==> src/rtl/ugre_pkg.sv <==
`timescale 1ns / 1ps
// shared types and constants for the glyph row expander
package ugre_pkg;

    localparam int GLYPH_COUNT_DEF = 65536;
    localparam int GLYPH_BYTES     = 32;
    localparam int GLYPH_ROWS      = 16;
    localparam int QUEUE_DEPTH     = 2;

    // operation codes of an input word, reused for queued commands
    localparam logic OP_TEXT    = 1'b0;
    localparam logic OP_FONT_WR = 1'b1;

    // command passed from the decoder to the font fetch side
    typedef struct packed {
        logic        op;
        logic [15:0] code_point;
        logic [15:0] glyph_x;
        logic [20:0] font_address;
        logic [7:0]  font_byte;
    } t_cmd;

    // one fetched glyph, rows already aligned
    typedef struct packed {
        logic [15:0]                 code_point;
        logic [15:0]                 glyph_x;
        logic                        narrow;
        logic [GLYPH_ROWS-1:0][15:0] rows;
    } t_glyph;

endpackage

==> src/rtl/ugre_queue.sv <==
`timescale 1ns / 1ps
// short command queue between decoder and font fetch
module ugre_queue (
    input  logic           i_clk,
    input  logic           i_rst_n,
    input  logic           i_push,
    input  ugre_pkg::t_cmd i_cmd,
    output logic           o_full,
    output logic           o_valid,
    output ugre_pkg::t_cmd o_cmd,
    input  logic           i_pop
);
    import ugre_pkg::*;

    localparam int QD = QUEUE_DEPTH;
    localparam int PW = (QD > 1) ? $clog2(QD) : 1;
    localparam int CW = $clog2(QD + 1);

    t_cmd            r_mem [QD];
    logic [PW-1:0]   r_wr_ptr;
    logic [PW-1:0]   r_rd_ptr;
    logic [CW-1:0]   r_count;
    logic            do_push;
    logic            do_pop;

    assign o_full  = r_count == CW'(QD);
    assign o_valid = r_count != '0;
    assign o_cmd   = r_mem[r_rd_ptr];
    assign do_push = i_push & ~o_full;
    assign do_pop  = i_pop & o_valid;

    always_ff @(posedge i_clk) begin
        if (do_push) begin
            r_mem[r_wr_ptr] <= i_cmd;
        end
    end

    always_ff @(posedge i_clk) begin
        if (!i_rst_n) begin
            r_wr_ptr <= '0;
            r_rd_ptr <= '0;
            r_count  <= '0;
        end else begin
            if (do_push) begin
                r_wr_ptr <= (r_wr_ptr == PW'(QD - 1)) ? '0 : r_wr_ptr + 1'b1;
            end
            if (do_pop) begin
                r_rd_ptr <= (r_rd_ptr == PW'(QD - 1)) ? '0 : r_rd_ptr + 1'b1;
            end
            if (do_push && !do_pop) begin
                r_count <= r_count + 1'b1;
            end else if (do_pop && !do_push) begin
                r_count <= r_count - 1'b1;
            end
        end
    end

endmodule

==> config.mk <==
export PLATFORM = sky130hd
export DESIGN_NAME = ugre_queue
export DESIGN_NICKNAME = d
export VERILOG_FILES = /design/src/rtl/ugre_pkg.sv /design/src/rtl/ugre_queue.sv
export SDC_FILE = /design/constraint.sdc
export NUM_CORES = 1
export LEC_CHECK = 0
export BUFFER_PORTS_ARGS = -buffer_cell sky130_fd_sc_hd__buf_2
export CAP_MARGIN = 20
export CORE_MARGIN = 2
export CORE_UTILIZATION = 52
export DETAILED_ROUTE_END_ITERATION = 6
export HOLD_SLACK_MARGIN = 0.06
export PLACE_DENSITY = 0.79
export SYNTH_ARGS = -nofsm -noshare
export SYNTH_HDL_FRONTEND = slang
export SYNTH_SLANG_ARGS = --single-unit
==> constraint.sdc <==
create_clock -name i_clk -period 4.95 [get_ports i_clk]
set_clock_uncertainty 0.15 [all_clocks]
set_input_delay 0.2475 -clock i_clk [delete_from_list [all_inputs] [get_ports i_clk]]
set_output_delay 0.2475 -clock i_clk [all_outputs]
set_load 0.05 [all_outputs]
Word-level counts from Yosys, hierarchy flattened
Memories as Yosys holds them, arrays and structs flattened. A register that Yosys moved wholly into a read port is not among the register bits.
Index checks and enable logic that the tools add are counted.

cells by class
  bitwise operators = 3
  add/subtract/negate cells = 4
  equal/unequal tests = 1
  reduce and logical (&&, ||, !) cells = 6
  muxes and demuxes = 8

operators with widths
  operator                                                             count
  1-bit two-way mux                                                    6
  2-bit two-way mux                                                    2
  2-bit nonzero test                                                   2
  1-bit adder (second input constant)                                  2
  2-bit by 1-bit adder with 2-bit output (second input constant)       1
  1-bit bitwise AND                                                    2
  2-bit equality test (second input constant)                          1
  1-bit logical AND                                                    2
  1-bit zero test                                                      2
  2-bit by 1-bit subtractor with 2-bit output (second input constant)  1
  1-bit inverter                                                       1

storage, ports and cells
  logic and storage cells = 26
  register bits after elaboration = 4
  bits in writable memories = 124
  memories kept = 1
  output and inout port bits = 64
  input port bits = 66

memories
  name   words  width  read ports  clocked after memory_dff  write ports  line              text
  r_mem  2      62     1           1                         1            ugre_queue.sv:19  t_cmd r_mem [QD];

Longest topological paths before layout
  depth after elaboration = 7
  gate-level depth with buffers = 7
  depth with buffers taken out = 7

Least setup slack after synthesis
No wires, ideal clock.

  path type = register to register
  start = register r_count[0]
  end = memory r_mem[0][0] in the netlist's numbering (enable)
  period minus slack after synthesis = 3.744 ns
  data required time = 4.328 ns
  library setup time = 0.472 ns
  cell stages (with the launch flop) = 4
  arrival time = 3.122 ns
  path slack = 1.206 ns
  path buffers = 0
  cell sequence = dfxtp_1 -> nand2b_1 -> inv_2 -> nor3_2

on the way
  cells in the longest elaborated chain, start to end = 5

ends and longest elaborated chain
  what                                     line              text
  start: declaration                       ugre_queue.sv:22  logic [CW-1:0] r_count;
  start signal: assignment                 ugre_queue.sv:51  r_count <= r_count + 1'b1;
  start signal: assignment                 ugre_queue.sv:53  r_count <= r_count - 1'b1;
  2-bit equality test                      ugre_queue.sv:26  assign o_full = r_count == CW'(QD);
  named net o_full                         ugre_queue.sv:8   output logic o_full,
  1-bit inverter                           ugre_queue.sv:29  assign do_push = i_push & ~o_full;
  1-bit bitwise AND                        ugre_queue.sv:29
  1-bit two-way mux                        ugre_queue.sv:33  if (do_push) begin
  1-bit two-way mux (not written as such)  ugre_queue.sv:34  r_mem[r_wr_ptr] <= i_cmd;
  end: declaration                         ugre_queue.sv:19

The timed path passes the listed nets, and every way through them passes these cells.

==> results.toml <==
[yosys]
syn_nets = 285
ys_seq_area_share_pct = 81.2
ys_ff_latch = 129
syn-mean-instance-area_um2 = 21.6
yosys_warnings = 0
netlist_area_um2 = 4710
synthCells = 218
synth_cell_type_count = 22

[setup_path]
path_buf_inv = 2
path_depth = 3
critPathTopFamily = "flip-flops"
worstSetupPathType = "flip-flop to output pin"
worst_setup_path_start_kind = "flip-flop"
crit_path_end_kind = "output pin"
cp_slowest_stage_delay_ns = 0.81
required_ns = 4.55
crit_arrival_ns = 2.45
crit_chain = "buf_4 > mux2_2 > buf_2"
reg2regPathDepth = 4
crit_path_top_delay_cell = "dfxtp_2"
cp_max_fo = 33

[placed_design]
gp_congestion = 0.752
post-place-ws_ns = 2.48
post-dp-hpwl_um = 5500
io_buffers = 129
place_area_um2 = 5470

[cts]
htreeDepth = 4
cts_tree = "built"
clk_pin_slew_ns = 0.06
insertion_delay_ns = 0.50
clock_sink_count = 129
cts_root_buf = "clkbuf_8"
cts_buffers = 17
cts_resized = 0
cts.path.max_buffers = 2

[timing]
final-setup-viol-count = 0
worst_pin_slew_ns = 0.755
hold_viol = 0
finalCritPeriodShare_pct = 57.6
max_slew_margin_pct = 49.7
rsz0062_at_grt = "false"
finalSetupTns_ns = 0
setup_slack_ns = 2.10
fin_crit_ns = 2.85
clock.fmax_mhz = 351
drv_slew = 0

[routing]
viasPerCell = 5.02
first_pass_iters = 4
wire_per_inst_um = 17.9
postRouteAntennaNets = 0
vias = 2743
drt_iter0_drc = 129
route.detailed.drc = 0
finalWirelength_um = 9780

[job]
cap_violations = 0

[pwr]
p_per_area_nw_per_um2 = 611
power_leakage_uw = 0.00261
ir_drop_mv = 0.421

[grt]
gr-usage-met3_pct = 5.97
grt_use_met2_pct = 37.9
gr-usage-met1_pct = 22.1
grt_max_degree = 50
grt_pass1_wl_um = 14600
grt_usage_pct = 20.2
antenna_found_initial = 0
grt_pass1_vias = 2818
busiest_layer = "met2"
grt-ovfl-total = 0

[floorplanning]
start_util_pct = 53.7
num_io_pins = 130
die-width_um = 99.2
die_area_um2 = 9830
rows = 34
die_height_um = 99.2
core_area_um2 = 8760

[finish]
n_fill_cell = 487
antenna_cells = 0
fin_area_um2 = 6790
layout-drive-gt1-share_pct = 52.5
area_delta_synth_final_pct = 44.2
nNetsFinal = 493

[run_status]
status = "finished, final reports clean"

[worst_hold_path]
hold_depth = 4
hold_class = "input pin to flip-flop"
per-layer routing:
layer | up-vias | share of wire (%)
li1 | 1277 | -
met1 | 1354 | 37
met2 | 101 | 57
met3 | 11 | 5.2
met4 | 0 | 0.89
met5 | - | 0
per-stage QoR:
step	cells	hold WS [ns]	utilization [%]	total power, uW
after floorplan	218	0.196	-	2450
after global placement	451	0.286	62.4	2680
after detailed placement	451	0.289	62.4	2710
after CTS	546	0.0631	77.5	4170
after global routing	546	0.129	77.5	4280
final	546	0.0873	77.5	4150
cells in the final DEF, fill, tap and decap left out, types with 2 or more instances in the layout:
cell	Yosys	layout
edfxtp_1	124	124
clkbuf_16	0	16
and2_1	3	3
buf_2	1	129
bufinv_16	0	7
dfxtp_1	5	4
xnor2_1	2	2
mux2_2	62	62
buf_4	6	3
dlygate4sd3_1	0	64
clkinv_4	0	4
clkinv_2	0	2
area by class of cell:
class                           count  area (um^2)  share of cell area [%]
Multi-Input combinational cell     80          835                    12.3
Tap cell                          108          135                    1.99
Clock inverter                     14          263                    3.87
Timing Repair Buffer              196         1310                    19.3
Clock buffer                       17          414                    6.10
Sequential cell                   129         3820                    56.4
Inverter                            2         7.51                   0.111
cells by family (layout without fill, tap and decap cells):
family / after synthesis / in the layout / synth area share [%]
compound gates: 5 / 5 / 0.691
xor+xnor: 3 / 3 / 0.558
fa+ha+maj: 1 / 1 / 0.266
buf+inv: 9 / 229 / 1.22
flops: 129 / 129 / 81.2
mux: 62 / 62 / 14.8
simple gates: 9 / 9 / 1.22
synth_stat cells:
library cell,count,area (um^2)
a21boi_1,1,7.51
ha_1,1,12.5
xnor2_1,2,17.5
or3_1,1,6.26
and3_1,1,6.26
nor2_1,1,3.75
dfxtp_1,5,100
edfxtp_1,124,3720
inv_1,1,3.75
a21boi_0,1,7.51
nor3_2,1,10.0
or2_2,1,6.26
mux2_2,62,698
and2_1,3,18.8
o21ai_0,1,5.00
buf_2,1,5.00
xor2_1,1,8.76
o21a_1,1,7.51
o21ai_1,1,5.00
buf_4,6,45.0
inv_2,1,3.75
nand2b_1,1,6.26
worst reg2reg max path, cell delays in order, from the launching register on:
cell and delay [ns]:
dfxtp_1 0.41, nand2b_1 0.20, inv_2 0.09, nor3_4 0.54
buf_4 0.67
state kept, by name, summed over array words and instances, names as in the netlist, named ones only:
name	count
r_rd_ptr	1
r_mem	124
r_count	2
r_wr_ptr	1
repair_timing:
item | CTS | global route
buffers inserted | 0 | 0
hold endpoints to repair | 129 | 0
hold buffers | 64 | 0
endpoints found under the setup margin | 0 | 0
report_power, final:
group | leakage, uW | internal [uW] | total, uW | switching, uW
combinational | 0.00108 | 377 | 1280 | 901
clock | 0.000328 | 968 | 1420 | 449
sequential | 0.00120 | 1380 | 1450 | 78.4
total | 0.00261 | 2720 | 4150 | 1430
path summary, 6_finish.rpt:
kind              slack (ns)                    start                 endpoint
setup reg to reg        2.49  r_count[0]$_SDFFE_PN0P_    r_mem[0][8]$_DFFE_PP_
setup / recovery        2.10                flip-flop                o_cmd[13]
hold reg to reg         0.41  r_count[1]$_SDFFE_PN0P_  r_count[1]$_SDFFE_PN0P_
hold / removal          0.09                    i_pop                flip-flop
(Power assumes the default switching activity.)
