$ cat src/rtl/ugre_pkg.sv
`timescale 1ns / 1ps
// shared types and constants for the glyph row expander
package ugre_pkg;

    localparam int GLYPH_COUNT_DEF = 65536;
    localparam int GLYPH_BYTES     = 32;
    localparam int GLYPH_ROWS      = 16;
    localparam int QUEUE_DEPTH     = 2;

    // operation codes of an input word, reused for queued commands
    localparam logic OP_TEXT    = 1'b0;
    localparam logic OP_FONT_WR = 1'b1;

    // command passed from the decoder to the font fetch side
    typedef struct packed {
        logic        op;
        logic [15:0] code_point;
        logic [15:0] glyph_x;
        logic [20:0] font_address;
        logic [7:0]  font_byte;
    } t_cmd;

    // one fetched glyph, rows already aligned
    typedef struct packed {
        logic [15:0]                 code_point;
        logic [15:0]                 glyph_x;
        logic                        narrow;
        logic [GLYPH_ROWS-1:0][15:0] rows;
    } t_glyph;

endpackage

$ cat src/rtl/ugre_front.sv
`timescale 1ns / 1ps
// utf-8 decoder and cursor tracking, front of the expander
module ugre_front #(
    parameter int GLYPH_COUNT = ugre_pkg::GLYPH_COUNT_DEF
) (
    input  logic          i_clk,
    input  logic          i_rst_n,
    input  logic          i_in_valid,
    output logic          o_in_stall,
    input  logic          i_op,
    input  logic [7:0]    i_text_byte,
    input  logic [20:0]   i_font_address,
    input  logic [7:0]    i_font_byte,
    input  logic          i_cfg_valid,
    output logic          o_cfg_ready,
    input  logic [15:0]   i_cfg_data,
    input  logic          i_q_full,
    output logic          o_q_push,
    output ugre_pkg::t_cmd o_q_cmd
);
    import ugre_pkg::*;

    localparam logic [16:0] GLYPH_LIM = 17'(GLYPH_COUNT);

    logic [15:0] r_start_x;
    logic [15:0] r_cursor_x;
    logic [15:0] r_partial;
    logic [1:0]  r_pend;
    logic [15:0] n_cursor_x;
    logic [15:0] n_partial;
    logic [1:0]  n_pend;
    logic        accept;
    logic        finish;
    logic        in_range;
    logic [15:0] cp;
    logic [5:0]  low6;

    assign o_in_stall  = i_q_full;
    assign o_cfg_ready = 1'b1;
    assign accept      = i_in_valid & ~i_q_full;
    assign low6        = i_text_byte[5:0];

    always_comb begin
        n_cursor_x = r_cursor_x;
        n_partial  = r_partial;
        n_pend     = r_pend;
        finish     = 1'b0;
        cp         = 16'h0000;
        if (accept && i_op == OP_TEXT) begin
            if (i_text_byte == 8'h00) begin
                n_partial  = 16'h0000;
                n_pend     = 2'd0;
                n_cursor_x = r_start_x;
            end else if (r_pend == 2'd2) begin
                n_partial = r_partial | {4'h0, low6, 6'h00};
                n_pend    = 2'd1;
            end else if (r_pend == 2'd1) begin
                cp        = r_partial | {10'h000, low6};
                n_partial = 16'h0000;
                n_pend    = 2'd0;
                finish    = 1'b1;
            end else begin
                n_pend = 2'd0;
                if (!i_text_byte[7]) begin
                    cp     = {8'h00, i_text_byte};
                    finish = 1'b1;
                end else if (i_text_byte < 8'hE0) begin
                    // stray continuation bytes land here as two-byte leads
                    n_partial = {5'h00, i_text_byte[4:0], 6'h00};
                    n_pend    = 2'd1;
                end else if (i_text_byte < 8'hF0) begin
                    n_partial = {i_text_byte[3:0], 12'h000};
                    n_pend    = 2'd2;
                end else begin
                    // four-byte lead consumed alone as code point zero
                    n_partial = 16'h0000;
                    finish    = 1'b1;
                end
            end
            if (finish) begin
                n_cursor_x = r_cursor_x + ((cp < 16'd128) ? 16'd8 : 16'd16);
            end
        end
    end

    assign in_range = {1'b0, cp} < GLYPH_LIM;
    assign o_q_push = accept & ((i_op == OP_FONT_WR) | (finish & in_range));

    always_comb begin
        o_q_cmd.op           = i_op;
        o_q_cmd.code_point   = cp;
        o_q_cmd.glyph_x      = r_cursor_x;
        o_q_cmd.font_address = i_font_address;
        o_q_cmd.font_byte    = i_font_byte;
    end

    always_ff @(posedge i_clk) begin
        if (!i_rst_n) begin
            r_start_x  <= 16'h0000;
            r_cursor_x <= 16'h0000;
            r_partial  <= 16'h0000;
            r_pend     <= 2'd0;
        end else begin
            if (i_cfg_valid) begin
                r_start_x <= i_cfg_data;
            end
            r_cursor_x <= n_cursor_x;
            r_partial  <= n_partial;
            r_pend     <= n_pend;
        end
    end

endmodule

$ cat config.mk
export PLATFORM = sky130hd
export DESIGN_NAME = ugre_front
export DESIGN_NICKNAME = d
export VERILOG_FILES = /design/src/rtl/ugre_pkg.sv /design/src/rtl/ugre_front.sv
export SDC_FILE = /design/constraint.sdc
export NUM_CORES = 1
export LEC_CHECK = 0
export BUFFER_PORTS_ARGS = -buffer_cell sky130_fd_sc_hd__buf_2
export CAP_MARGIN = 20
export CORE_MARGIN = 3
export CORE_UTILIZATION = 31
export DETAILED_ROUTE_END_ITERATION = 8
export PLACE_DENSITY = 0.61
export SLEW_MARGIN = 20
export SYNTH_ARGS = -nofsm -noshare
export SYNTH_HDL_FRONTEND = slang
export SYNTH_SLANG_ARGS = --single-unit
$ cat constraint.sdc
create_clock -name i_clk -period 6.1 [get_ports i_clk]
set_input_delay 0 -clock i_clk [delete_from_list [all_inputs] [get_ports i_clk]]
set_output_delay 0 -clock i_clk [all_outputs]
set_load 0.01 [all_outputs]
* Yosys cells after proc, flatten, opt, wreduce, memory -nomap -nowiden
Cells that the tools add are included.
** Word-level totals
- Bits in registers :: 50
- Input bits :: 59
- Output and inout port bits :: 65
- Word-level logic and storage cells :: 52
** Cells by class
- Add/sub/neg operators :: 1
- Magnitude comparators :: 3
- Equality and inequality tests :: 2
- Mux-type cells :: 29
- Bitwise logic cells :: 7
- Reductions and logical operators :: 6
** Operators by type and width (count)
- $mux W16 :: 13
- $add A16 B5 Y16 :: 1
- $lt A16 B8 Y1 const B :: 1
- $lt A8 B8 Y1 const B :: 2
- $or A16 B12 Y16 :: 1
- $or A16 B6 Y16 :: 1
- $mux W2 :: 6
- $logic_not A8 Y1 :: 1
- $mux W1 :: 8
- $mux W7 :: 1
- $mux W5 :: 1
- $reduce_and A2 Y1 :: 2
- $reduce_bool A4 Y1 :: 1
- $and A1 B1 Y1 :: 2
- $eq A2 B1 Y1 const B :: 1
- $eq A2 B2 Y1 const B :: 1
- $not A1 Y1 :: 2
- $reduce_bool A2 Y1 :: 1
- $logic_and A1 B1 Y1 :: 1
- $or A1 B1 Y1 :: 1

* Longest topological paths before layout
- Word-level depth :: 11
- Depth in mapped cells :: 13
- Depth with buffers taken out :: 12

* Worst setup path after synthesis
Ideal clock, no wire load.
- Path type :: reg2reg
- Start :: reg r_pend[0]
- End :: reg r_cursor_x[14]
- Setup time :: 0.074 ns
- Arrival time :: 2.607 ns
- Data required time :: 6.026 ns
- Path slack :: 3.419 ns
- Cell stages (with the launch flop) :: 12
- Buffers on the path :: 1
- Period minus slack after synthesis :: 2.681 ns
- Path through :: dfxtp_1 > inv_1 > ha_1 > buf_2 > nand2b_1 > a311oi_1 > ha_1 > a21oi_1 > a211oi_4 > nand4_1 > or4_1 > a31oi_1
** On the way
- Word-level cells in the longest chain between the ends :: 9
- Elaborated cells on any way between the ends :: 16
- Those cells by class :: 1 x add/sub; 1 x order compare; 2 x eq/ne; 10 x mux; 2 x reduce/logical
** RTL lines
- from (decl) :: RTL line ugre_front.sv:28 : logic [1:0] r_pend;
- from (signal assigned) :: RTL line ugre_front.sv:109 : r_pend <= n_pend;
- $eq A2 B1 Y1 :: RTL line ugre_front.sv:57 : end else if (r_pend == 2'd1) begin
- $mux W16 :: RTL line ugre_front.sv:57
- $mux W16 :: RTL line ugre_front.sv:54 : end else if (r_pend == 2'd2) begin
- $mux W16 :: RTL line ugre_front.sv:50 : if (i_text_byte == 8'h00) begin
- $mux W16 :: RTL line ugre_front.sv:49 : if (accept && i_op == OP_TEXT) begin
- $lt A16 B8 Y1 :: RTL line ugre_front.sv:81 : n_cursor_x = r_cursor_x + ((cp < 16'd128) ? 16'd8 : 16'd16);
- $mux W5 :: RTL line ugre_front.sv:81
- $add A16 B5 Y16 :: RTL line ugre_front.sv:81
- $mux W16 :: RTL line ugre_front.sv:80 : if (finish) begin
- to (signal assigned) :: RTL line ugre_front.sv:107 : r_cursor_x <= n_cursor_x;
- to (decl) :: RTL line ugre_front.sv:26 : logic [15:0] r_cursor_x;
Several ways; a longest one is shown, not always the timed one. The select of a mux whose other input is x is not followed.
A chain may end at the register's enable or synchronous reset.

* Worst setup path in the final report
- Start :: in i_text_byte[0]
- End :: reg r_cursor_x[9]
** On the way
- Word-level cells in the longest chain between the ends :: 10
- Elaborated cells on any way between the ends :: 22
- Those cells by class :: 1 x add/sub; 3 x order compare; 14 x mux; 1 x bitwise; 3 x reduce/logical
** RTL lines
- from (decl) :: RTL line ugre_front.sv:11 : input logic [7:0] i_text_byte,
- parallel branches: the longest is 10 deep, another holds $lt A16 B8 Y1
Parallel ways; which one is timed is not known. The select of a mux whose other input is x is not followed.

==> results_dict.tcl <==
set metrics [dict create \
    outcome "complete, no violations" \
    layout_commonest_cell "buf_2" \
    tns_ps 0 \
    antenna_found_initial 0 \
    slowest_delay_ps 740 \
    path_class "primary input to register" \
    startpoint_type "primary input" \
    rr_endpoint "r_cursor_x[14]$_SDFFE_PN0P_" \
    grt_max_degree 30 \
    grt_pass1_wl_mm 10.5 \
    endpoint_kind "register" \
    cts_max_level 2 \
    synth_nets 358 \
    synth.largest_area_cell "dfxtp_1" \
    dr_wl_met3_microns 543 \
    ios 124 \
    timing.final.crit_share_pct 56.0 \
    switching_share_pct 25.5 \
    insertion_delay_ps 300 \
    tightest_slew_ps 892 \
    postSynthCellCount 294 \
    muxShareOfSynthArea_pct 6.52 \
    port_buffers 64 \
    seqPwrFrac_pct 53.4 \
    cts-root-buf "clkbuf_8" \
    firstDrtPassIters 4 \
    numCtsBuffers 5 \
    drive_above_1_share_pct 22.9 \
    ys_async_sr_fraction_pct 0 \
    die_area_sq_um 9020 \
    wl_met2_mm 2.88 \
    routedWlPerCell_microns 14.6 \
    clkPwrFrac_pct 35.0 \
    internal_power_uw 419 \
    final_util_pct 39.0 \
    ys_seq_area_share_pct 35.9 \
    drt_iter0_drc 66 \
    final_hold_viol_count 0 \
    ys.warnings.count 0 \
    highest_layer "met4" \
    synth_adder_area_share_pct 2.85 \
    leakagePower_uw 0.00123 \
    syn_area_sq_um 2450 \
    placed_cell_area_sq_um 2610 \
    crit_required_ps 6310 \
    routed_via_density 5.15 \
    post-route-min-period_ps 3420 \
    p_per_area_nw_per_um2 194 \
    grt_pass1_vias 2180 \
    synthXorXnorAreaFrac_pct 0.714 \
    synth_cell_types 46 \
    overflow 0 \
    initial_core_util_pct 33.0 \
    cts_tree "done" \
    cp_top_family "simple AND/OR/NAND/NOR gates" \
    synth-edff-count 0 \
    clock-sinks 44 \
    fmax_mhz 293 \
    drt-met1-wl_mm 2.91 \
    finalHoldWorstSlack_ps 0.00445 \
    synth_top_area_share_pct 35.9 \
    rows 31 \
    fin_worst_skew_ps 16.3 \
    die_width_microns 95.0 \
    arrival_ps 3630 \
    cp_cell_sequence "dlygate4sd3_1 -> buf_2 -> nor4_1 -> and2_1 -> a311oi_1 -> inv_2 -> ha_1 -> fa_1 -> nand2_1 -> a211oi_2 -> nand2b_1 -> or4_1 -> a31oi_1" \
    fin_area_sq_um 2900 \
    vias 2263 \
    hold_depth 0 \
    grt_usage_pct 14.6 \
    reg2reg_depth 10 \
    placedCellCount 411 \
    hold_path.class "primary input to output port" \
    syn_avg_cell_area_sq_um 8.35 \
    core_sq_um 7450 \
    slew_headroom_pct 40.4 \
    ant_nets 0 \
    cts_resized 0 \
    rr_startpoint "r_pend[0]$_SDFFE_PN0P_" \
    drc 0 \
    synth-simple-area-share_pct 22.4 \
    vdd_ir_drop_max_uv 161 \
    power.switching_uw 144 \
    pwr-share-comb_pct 11.7 \
    critPathSlowestCell "and2_1" \
    die_y_microns 95.0 \
    critPathBufInv 3 \
    rsz0062_at_grt "false" \
    final_cell_mix "buf_2 (64), dfxtp_1 (44), nor2_1 (29)" \
    dp.final_hpwl_mm 4.64 \
    n_antenna_cell 0 \
    routed_wl_mm 6.43 \
    ys_ff_latch 44 \
    clk_pin_slew_ps 90 \
    cp_max_fo 25 \
    synth_top_family_by_area "simple AND/OR/NAND/NOR gates" \
    syn_to_final_growth_pct 18.2 \
    synth_compound_area_share_pct 18.6 \
    hold_path_startpoint "i_font_address[11]" \
    regToRegSetupSlack_ps 3080 \
    clock_path_buffers 2 \
    maxCapViolCount 0 \
    slew_violations 0 \
    ys_top_cells_by_area "dfxtp_1 (36%), buf_4 (9.8%), mux2i_1 (6.5%)" \
    fin_cells 439 \
    gp_congestion 0.807 \
    setup_viol 0 \
    cts_hold_buffers 20 \
    synth_top_flop_cell "dfxtp_1" \
    min_to "o_q_cmd[19]" \
    cts_setup_buffers 0 \
    layout.nets 403 \
    fillerInstances 802 \
]
==> kinds of logic after synthesis <==
family,after synthesis
AOI/OAI and AO/OA,68
xor gates and xnor gates,2
adders and majority gates,5
buffers and inverters,51
DFF,44
muxes,16
other,1
and+or+nand+nor,107
==> per-layer routing <==
metal / track usage, % / vias up
li1: - / 1105
met1: 19.3 / 1057
met2: 23.3 / 83
met3: 4.38 / 18
met4: 3.85 / 0
met5: 0 / -
==> metrics by stage <==
| step | worst slack [ps] | power [uW] |
|---|---|---|
| detailed placement | 2970 | 363 |
| floorplan | 3420 | 360 |
| global route | 2320 | 586 |
| global placement | 3050 | 362 |
| finish | 2680 | 562 |
| CTS | 2710 | 563 |
==> sequential cells by signal, summed over array words and instances, names as in the netlist <==
register    count
r_cursor_x     16
r_partial      10
r_pend          2
r_start_x      16
==> worst max-delay path by stage <==
stage,start,endpoint,slack [ps],cells after the start
5_1_grt,i_text_byte[0],r_cursor_x[9]$_SDFFE_PN0P_,2320,13
6_report,i_text_byte[0],r_cursor_x[9]$_SDFFE_PN0P_,2680,13
3_5_place_dp,i_text_byte[4],r_cursor_x[14]$_SDFFE_PN0P_,2970,10
3_3_place_gp,i_text_byte[4],r_cursor_x[14]$_SDFFE_PN0P_,3050,10
4_1_cts,i_text_byte[0],r_cursor_x[9]$_SDFFE_PN0P_,2710,13
2_1_floorplan,r_pend[0]$_SDFFE_PN0P_,r_cursor_x[14]$_SDFFE_PN0P_,3420,11
==> synthesized netlist by cell type (all sizes together) (4+ instances only) <==
library cell / instances
o21ai: 11
nand2: 22
o22ai: 4
a211oi: 4
nor2: 29
dfxtp: 44
nor3: 4
inv: 4
clkbuf: 9
buf: 38
ha: 4
a31oi: 5
nand3: 9
and3: 10
mux2i: 16
nand2b: 4
o2111ai: 4
and2: 11
a22o: 5
a311oi: 5
a21oi: 22
==> power by group through the flow <==
stage          Combinational, uW  Sequential (uW)  Clock [uW]
6_report                    65.7              300         197
2_1_floorplan               54.8              305           0
3_5_place_dp                56.0              307           0
3_3_place_gp                55.2              307           0
4_1_cts                     65.9              300         197
5_1_grt                     73.7              301         211
==> cell type report <==
type	instances	area (sq um)	share of cell area, %
Multi-Input combinational cell	199	1260	43.4
Tap cell	99	124	4.27
Inverter	4	15.0	0.517
Timing Repair Buffer	85	528	18.2
Clock buffer	7	86.3	2.97
Clock inverter	1	7.51	0.259
Sequential cell	44	881	30.3
Power figures use the tool's default switching activity.
